### config.mk
export PLATFORM = sky130hd
export DESIGN_NAME = topic_string_validator
export DESIGN_NICKNAME = d
export VERILOG_FILES = /design/src/rtl/core/tsv_pkg.sv /design/src/rtl/core/topic_string_validator.sv /design/src/rtl/core/tsv_cfg.sv /design/src/rtl/core/tsv_scan.sv
export SDC_FILE = /design/constraint.sdc
export NUM_CORES = 1
export LEC_CHECK = 0
export BUFFER_PORTS_ARGS = -buffer_cell sky130_fd_sc_hd__buf_2
export CAP_MARGIN = 15
export CORE_MARGIN = 4
export CORE_UTILIZATION = 53
export DETAILED_ROUTE_END_ITERATION = 6
export PLACE_DENSITY = 0.85
export SLEW_MARGIN = 20
export SYNTH_ARGS = -nofsm -noshare
export SYNTH_HDL_FRONTEND = slang
export SYNTH_SLANG_ARGS = --single-unit
### constraint.sdc
create_clock -name clk -period 3.5 [get_ports clk]
set_clock_uncertainty 0.2 [all_clocks]
set_input_delay 0.875 -clock clk [delete_from_list [all_inputs] [get_ports clk]]
set_output_delay 0.875 -clock clk [all_outputs]
set_load 0.02 [all_outputs]
### src/rtl/core/tsv_pkg.sv
package tsv_pkg;

  localparam int unsigned COUNT_W = 17;
  localparam logic [COUNT_W-1:0] COUNT_SAT = 17'h10000;

  localparam logic [7:0] CH_HASH   = 8'h23;
  localparam logic [7:0] CH_PLUS   = 8'h2B;
  localparam logic [7:0] CH_SEP    = 8'h2F;
  localparam logic [7:0] CH_NUL    = 8'h00;
  localparam logic [7:0] CH_DOLLAR = 8'h24;

  localparam int unsigned PADDR_W = 3;
  localparam logic [PADDR_W-1:0] ADDR_CHECK_MODE = 3'd0;
  localparam logic [PADDR_W-1:0] ADDR_MAX_LENGTH = 3'd4;

  localparam logic [15:0] MAX_LENGTH_RST = 16'hFFFF;

  typedef enum logic [2:0] {
    ST_OK           = 3'd0,
    ST_EMPTY        = 3'd1,
    ST_TOO_LONG     = 3'd2,
    ST_NULL_BYTE    = 3'd3,
    ST_WILD_IN_NAME = 3'd4,
    ST_BAD_WILDCARD = 3'd5
  } status_t;

  typedef struct packed {
    logic       check_mode;
    logic [15:0] max_length;
  } cfg_t;

  typedef struct packed {
    logic [7:0] char_byte;
    logic       has_byte;
    logic       last_item;
  } item_t;

  typedef struct packed {
    status_t status;
    logic    system_topic;
  } result_t;

endpackage

### src/rtl/core/topic_string_validator.sv
// Topic string validator: checks an MQTT-style topic name or topic filter.
// Input stream (s_*): one request per string byte. s_tdata carries the byte,
// s_tuser flags whether the byte is present (0 allows an empty string or a
// bare terminator), s_tlast closes the string.
// Output stream (m_*): exactly one request per string, produced by the
// request carrying s_tlast. m_tdata[2:0] is the status (ok, empty, too long,
// null byte, wildcard in name, invalid wildcard), m_tuser the '$' prefix flag.
// APB port: check_mode at 0x0 (0 name, 1 filter), max_length at 0x4.
// Write registers only while the block is idle.
// Path: a request is taken into the input register; the string state
// and the result register update as it leaves that register, so a status
// is presented from the result register once its last request has left it.
// Throughput: one request per cycle; the whole byte check is a handful of
// compares and a 17-bit increment/compare between the two registers.
// Stall: a stalled m_tready holds the result; bytes that are not last keep
// flowing until a second last request reaches the input register.
// Reset (rst, synchronous): both stages empty, string state cleared,
// check_mode = 0 and max_length = 65535.
module topic_string_validator (
  input  logic                        clk,
  input  logic                        rst,
  // slave side
  input  logic                        s_tvalid,
  output logic                        s_tready,
  input  logic [7:0]                  s_tdata,   // [7:0] char_byte
  input  logic                        s_tuser,   // [0] has_byte
  input  logic                        s_tlast,   // last_item
  // master side
  output logic                        m_tvalid,
  input  logic                        m_tready,
  output logic [7:0]                  m_tdata,   // [2:0] status, [7:3] zero
  output logic                        m_tuser,   // [0] system_topic
  // configuration
  input  logic                        psel,
  input  logic                        penable,
  input  logic                        pwrite,
  input  logic [tsv_pkg::PADDR_W-1:0] paddr,
  input  logic [31:0]                 pwdata,
  output logic [31:0]                 prdata,
  output logic                        pready
);

  tsv_pkg::cfg_t    cfg;
  tsv_pkg::item_t   in_item;
  tsv_pkg::result_t scan_res;
  tsv_pkg::result_t out_res;

  logic in_valid;
  logic out_free;
  logic consume;

  tsv_cfg u_cfg (
    .clk     (clk),
    .rst     (rst),
    .psel    (psel),
    .penable (penable),
    .pwrite  (pwrite),
    .paddr   (paddr),
    .pwdata  (pwdata),
    .prdata  (prdata),
    .pready  (pready),
    .cfg     (cfg)
  );

  // Input register; a byte that yields no result never waits on the output.
  assign out_free = ~m_tvalid | m_tready;
  assign consume  = in_valid & (~in_item.last_item | out_free);
  assign s_tready = ~in_valid | consume;

  always_ff @(posedge clk) begin
    if (rst) begin
      in_valid <= 1'b0;
    end else if (s_tready) begin
      in_valid <= s_tvalid;
    end
  end

  always_ff @(posedge clk) begin
    if (s_tvalid && s_tready) begin
      in_item.char_byte <= s_tdata;
      in_item.has_byte  <= s_tuser;
      in_item.last_item <= s_tlast;
    end
  end

  tsv_scan u_scan (
    .clk     (clk),
    .rst     (rst),
    .consume (consume),
    .item    (in_item),
    .cfg     (cfg),
    .result  (scan_res)
  );

  // Result register
  always_ff @(posedge clk) begin
    if (rst) begin
      m_tvalid <= 1'b0;
    end else if (consume && in_item.last_item) begin
      m_tvalid <= 1'b1;
    end else if (m_tready) begin
      m_tvalid <= 1'b0;
    end
  end

  always_ff @(posedge clk) begin
    if (consume && in_item.last_item) begin
      out_res <= scan_res;
    end
  end

  assign m_tdata = {5'b0, out_res.status};
  assign m_tuser = out_res.system_topic;

`ifndef SYNTHESIS
  a_reset_empties_output: assert property (@(posedge clk)
    rst |=> !m_tvalid)
    else $error("result valid after reset");

  a_last_loads_result: assert property (@(posedge clk) disable iff (rst)
    (consume && in_item.last_item) |=> m_tvalid)
    else $error("last request did not produce a result");

  a_no_overwrite: assert property (@(posedge clk) disable iff (rst)
    (m_tvalid && !m_tready) |-> !(consume && in_item.last_item))
    else $error("pending result overwritten");

  a_status_range: assert property (@(posedge clk) disable iff (rst)
    m_tvalid |-> (m_tdata[2:0] <= tsv_pkg::ST_BAD_WILDCARD))
    else $error("status code out of range");

  a_empty_not_system: assert property (@(posedge clk) disable iff (rst)
    (m_tvalid && (out_res.status == tsv_pkg::ST_EMPTY)) |-> !m_tuser)
    else $error("empty string flagged as system topic");
`endif

endmodule

### src/rtl/core/tsv_cfg.sv
module tsv_cfg (
  input  logic                        clk,
  input  logic                        rst,
  input  logic                        psel,
  input  logic                        penable,
  input  logic                        pwrite,
  input  logic [tsv_pkg::PADDR_W-1:0] paddr,
  input  logic [31:0]                 pwdata,
  output logic [31:0]                 prdata,
  output logic                        pready,
  output tsv_pkg::cfg_t               cfg
);

  logic wr_en;

  assign pready = 1'b1;
  assign wr_en  = psel & penable & pwrite & pready;

  always_ff @(posedge clk) begin
    if (rst) begin
      cfg.check_mode <= 1'b0;
      cfg.max_length <= tsv_pkg::MAX_LENGTH_RST;
    end else if (wr_en) begin
      unique case (paddr)
        tsv_pkg::ADDR_CHECK_MODE: cfg.check_mode <= pwdata[0];
        tsv_pkg::ADDR_MAX_LENGTH: cfg.max_length <= pwdata[15:0];
        default: ;
      endcase
    end
  end

  always_comb begin
    unique case (paddr)
      tsv_pkg::ADDR_CHECK_MODE: prdata = {31'b0, cfg.check_mode};
      tsv_pkg::ADDR_MAX_LENGTH: prdata = {16'b0, cfg.max_length};
      default:                  prdata = 32'b0;
    endcase
  end

endmodule

### src/rtl/core/tsv_scan.sv
module tsv_scan (
  input  logic              clk,
  input  logic              rst,
  input  logic              consume,
  input  tsv_pkg::item_t    item,
  input  tsv_pkg::cfg_t     cfg,
  output tsv_pkg::result_t  result
);

  logic [tsv_pkg::COUNT_W-1:0] byte_count, byte_count_next;
  logic prev_was_separator, prev_was_separator_next;
  logic plus_needs_separator, plus_needs_separator_next;
  logic hash_seen, hash_seen_next;
  logic null_seen, null_seen_next;
  logic wildcard_error, wildcard_error_next;
  logic first_is_dollar, first_is_dollar_next;

  logic filter, is_hash, is_plus, is_sep;

  assign filter  = cfg.check_mode;
  assign is_hash = (item.char_byte == tsv_pkg::CH_HASH);
  assign is_plus = (item.char_byte == tsv_pkg::CH_PLUS);
  assign is_sep  = (item.char_byte == tsv_pkg::CH_SEP);

  // string state after this request's byte (if any)
  always_comb begin
    byte_count_next           = byte_count;
    prev_was_separator_next   = prev_was_separator;
    plus_needs_separator_next = plus_needs_separator;
    hash_seen_next            = hash_seen;
    null_seen_next            = null_seen;
    wildcard_error_next       = wildcard_error;
    first_is_dollar_next      = first_is_dollar;
    if (item.has_byte) begin
      wildcard_error_next = wildcard_error
                          | (filter & hash_seen)
                          | (filter & plus_needs_separator & ~is_sep)
                          | ((is_hash | is_plus) & (~filter | ~prev_was_separator));
      hash_seen_next            = hash_seen | (filter & is_hash);
      plus_needs_separator_next = filter & is_plus;
      null_seen_next            = null_seen | (item.char_byte == tsv_pkg::CH_NUL);
      first_is_dollar_next      = first_is_dollar
                                | ((byte_count == '0) & (item.char_byte == tsv_pkg::CH_DOLLAR));
      prev_was_separator_next   = is_sep;
      if (byte_count < tsv_pkg::COUNT_SAT) begin
        byte_count_next = byte_count + 1'b1;
      end
    end
  end

  // status priority: empty, too long, null byte, wildcard
  always_comb begin
    if (byte_count_next == '0) begin
      result.status = tsv_pkg::ST_EMPTY;
    end else if (byte_count_next > {1'b0, cfg.max_length}) begin
      result.status = tsv_pkg::ST_TOO_LONG;
    end else if (null_seen_next) begin
      result.status = tsv_pkg::ST_NULL_BYTE;
    end else if (wildcard_error_next) begin
      result.status = filter ? tsv_pkg::ST_BAD_WILDCARD : tsv_pkg::ST_WILD_IN_NAME;
    end else begin
      result.status = tsv_pkg::ST_OK;
    end
    result.system_topic = (byte_count_next != '0) & first_is_dollar_next;
  end

  always_ff @(posedge clk) begin
    if (rst || (consume && item.last_item)) begin
      byte_count           <= '0;
      prev_was_separator   <= 1'b1;
      plus_needs_separator <= 1'b0;
      hash_seen            <= 1'b0;
      null_seen            <= 1'b0;
      wildcard_error       <= 1'b0;
      first_is_dollar      <= 1'b0;
    end else if (consume) begin
      byte_count           <= byte_count_next;
      prev_was_separator   <= prev_was_separator_next;
      plus_needs_separator <= plus_needs_separator_next;
      hash_seen            <= hash_seen_next;
      null_seen            <= null_seen_next;
      wildcard_error       <= wildcard_error_next;
      first_is_dollar      <= first_is_dollar_next;
    end
  end

endmodule

==> flow_metrics.tcl <==
set metrics [dict create \
    slew_viol_final 0 \
    min_period_over_period_pct 94.9 \
    cpPeakStageDelay_ns 0.54 \
    grt_pass1_vias 2756 \
    tightest_slew_ns 0.914 \
    die_area_um2 8220 \
    seq_area_frac_synth_pct 34.8 \
    status "finished clean" \
    viasPerCell 5.51 \
    async_reset_ff_share_pct 0 \
    num_rows 29 \
    setup_viol 0 \
    gr-usage-all-layers_pct 18.7 \
    path_class "flip-flop to flip-flop" \
    wl_per_cell_um 14.5 \
    vdd_drop_max_uv 305 \
    syn_to_final_growth_pct 8.32 \
    hold_class "flip-flop to flip-flop" \
    drcViolationCount 0 \
    rr_worst_depth 13 \
    critPathBufInv 1 \
    fmax_ghz 0.301 \
    num_vias 2905 \
    cts_root_buf "clkbuf_8" \
    fin_tns_setup_ns 0 \
    grt_pass1_wl_um 12900 \
    synth_top_area_cell "dfxtp_1" \
    drive_gt1_share_pct 22.9 \
    pwr-share-clk_pct 31.9 \
    yosysWarnings 0 \
    hold_path_depth 2 \
    crit_chain "ha_1 > nand3_2 > nor2_1 > buf_4 > nand3_1 > xnor2_1 > ha_1 > nand4_1 > or4_1 > o21ai_0 > a31oi_1 > nor2_1 > a21boi_1" \
    drtIter0Drc 131 \
    synth_top_area_share_pct 23.2 \
    cts_tree "yes" \
    fin_cells 527 \
    critPathMaxFanout 8 \
    hold_viol 0 \
    core_region_area_um2 6490 \
    synthTopCellsByArea "dfxtp_1, edfxtp_1, ha_1" \
    gr-total-overflow 0 \
    hpwl_um 5900 \
    cts_buffers 5 \
    whs_ns 0.297 \
    ctsHoldBuffers 0 \
    nets 519 \
    cts.sinks 56 \
    initial_utilization_pct 55.8 \
    seq_power_share_pct 57.4 \
    combPwrFrac_pct 10.7 \
    synth_edf_count 14 \
    fin_util_pct 60.4 \
    crit_slowest_cell "or4_1" \
    relSlewSlack_pct 38.8 \
    sw_frac_of_total_pct 27.4 \
    netlist_area_um2 3620 \
    path_depth 13 \
    routabilityCongestion 0.943 \
    power.total_w 0.00120 \
    crit_required_ns 3.36 \
    cp_top_family "simple AND/OR/NAND/NOR gates" \
    drt_first_pass_iters 4 \
    antenna_found_initial 0 \
    dp.cells 519 \
    synth_commonest_cells "nor2_1, dfxtp_1, buf_4" \
    grt_max_degree 33 \
    synth_cell_types 62 \
    clock_latency_ns 0.31 \
    clockBufferDepth 2 \
    n_fill_cell 551 \
    clkTransAtPathRegs_ns 0.11 \
    critPathCaptureType "flip-flop" \
    cap_viol_max_count 0 \
    synth_flop_cell "dfxtp_1" \
    io_pins 96 \
    ys_ff_latch 56 \
    io_buffers 57 \
    ant_nets 0 \
    antenna_cells 0 \
    cp.arrival_ns 3.18 \
    switching_power_w 0.000327 \
    fin_crit_ns 3.32 \
    leakage_nw 1.81 \
    dieWidth_um 90.7 \
    p_int_w 0.000868 \
    rsz0062_at_grt "false" \
    die_h_um 90.7 \
    yosysMostFrequentCell "nor2_1" \
    power_density_nw_per_um2 305 \
    cp-start-kind "flip-flop" \
    synth_area_per_cell_um2 9.06 \
    drt_wl_total_um 7620 \
    syn_inst 400 \
    h-tree-depth 2 \
]
-- timing repair --
item                       4_1_cts  5_1_grt
gates resized for setup          0        2
buffers inserted                 0        0
setup endpoints to repair        0        2
-- flip-flops by register name, indices dropped and copies added (netlist names) --
register and count:
u_scan.plus_needs_separator 1, u_scan.hash_seen 1, m_tuser 1, u_scan.first_is_dollar 1, m_tvalid 1, in_item 10, u_scan.byte_count 17, in_valid 1
u_scan.null_seen 1, u_scan.wildcard_error 1, u_cfg.cfg 17, u_scan.prev_was_separator 1, m_tdata 3
-- cells in the final DEF (no fill, tap or decap), drive strengths merged, types with 3 or more instances in the layout --
master / instances
or2: 3
dfxtp: 42
nand4: 13
nor2b: 5
xor2: 17
nand2: 20
a211oi: 3
mux2i: 3
and4: 4
xnor2: 14
or3: 4
ha: 18
and2: 18
a21boi: 4
nor4: 6
a31oi: 5
nor2: 51
conb: 22
buf: 69
inv: 22
a211o: 16
nor3: 11
a21oi: 8
clkbuf: 5
edfxtp: 14
o21ai: 10
nand3: 15
-- cell families (layout without fill, tap and decap cells) --
logic type / count (synthesis) / after routing / share of synthesized area (%)
fa+ha+maj: 18 / 18 / 6.22
buf+inv: 68 / 98 / 11.9
flops: 56 / 56 / 34.8
other cells: 2 / 22 / 0.207
compound gates: 60 / 60 / 12.7
simple gates: 162 / 162 / 25.8
mux: 3 / 3 / 0.829
xor+xnor: 31 / 31 / 7.50
-- layer usage --
| layer | GRT usage (%) | wire (um) |
|---|---|---|
| met2 | 32.9 | 3770 |
| met1 | 24.2 | 3410 |
| met5 | 0 | 0 |
| met3 | 3.42 | 401 |
| met4 | 3.32 | 34 |
-- worst min-delay path: stages (launching register included) --
cell	delay, ns
dfxtp_1	0.35
a21oi_1	0.05
nor2_1	0.07
-- stage by stage --
| step | area, um^2 | setup WS [ns] |
|---|---|---|
| 3_3_place_gp | 3820 | 0.273 |
| 6_report | 3920 | 0.180 |
| 3_5_place_dp | 3820 | 0.210 |
| 5_1_grt | 3920 | 0.0170 |
| 4_1_cts | 3910 | 0.172 |
| 2_1_floorplan | 3700 | 0.390 |
-- final cells by class --
class	instances	area (um^2)	share of cell area [%]
flip-flops and latches	56	1260	32.1
clock inverters	3	27.5	0.702
well taps	77	96.3	2.46
repair buffers	69	375	9.57
inverters	21	78.8	2.01
multi-input cells	296	2020	51.4
clock buffers	5	68.8	1.75
-- power groups by stage --
stage	Sequential [W]	Combinational [W]	Clock, W
2_1_floorplan	0.000698	0.000104	0
3_3_place_gp	0.000700	0.000124	0
3_5_place_dp	0.000701	0.000127	0
4_1_cts	0.000686	0.000127	0.000387
5_1_grt	0.000688	0.000140	0.000421
6_report	0.000686	0.000128	0.000381
-- path summary, 6_finish.rpt --
path,start,end,slack (ns)
setup / recovery,u_scan.byte_count[0],m_tdata[1],0.18
hold reg to reg,u_scan.hash_seen,u_scan.hash_seen,0.30
hold / removal,u_scan.hash_seen,u_scan.hash_seen,0.30
setup reg to reg,u_scan.byte_count[0],m_tdata[1],0.18
Power figures use the tool's default switching activity.
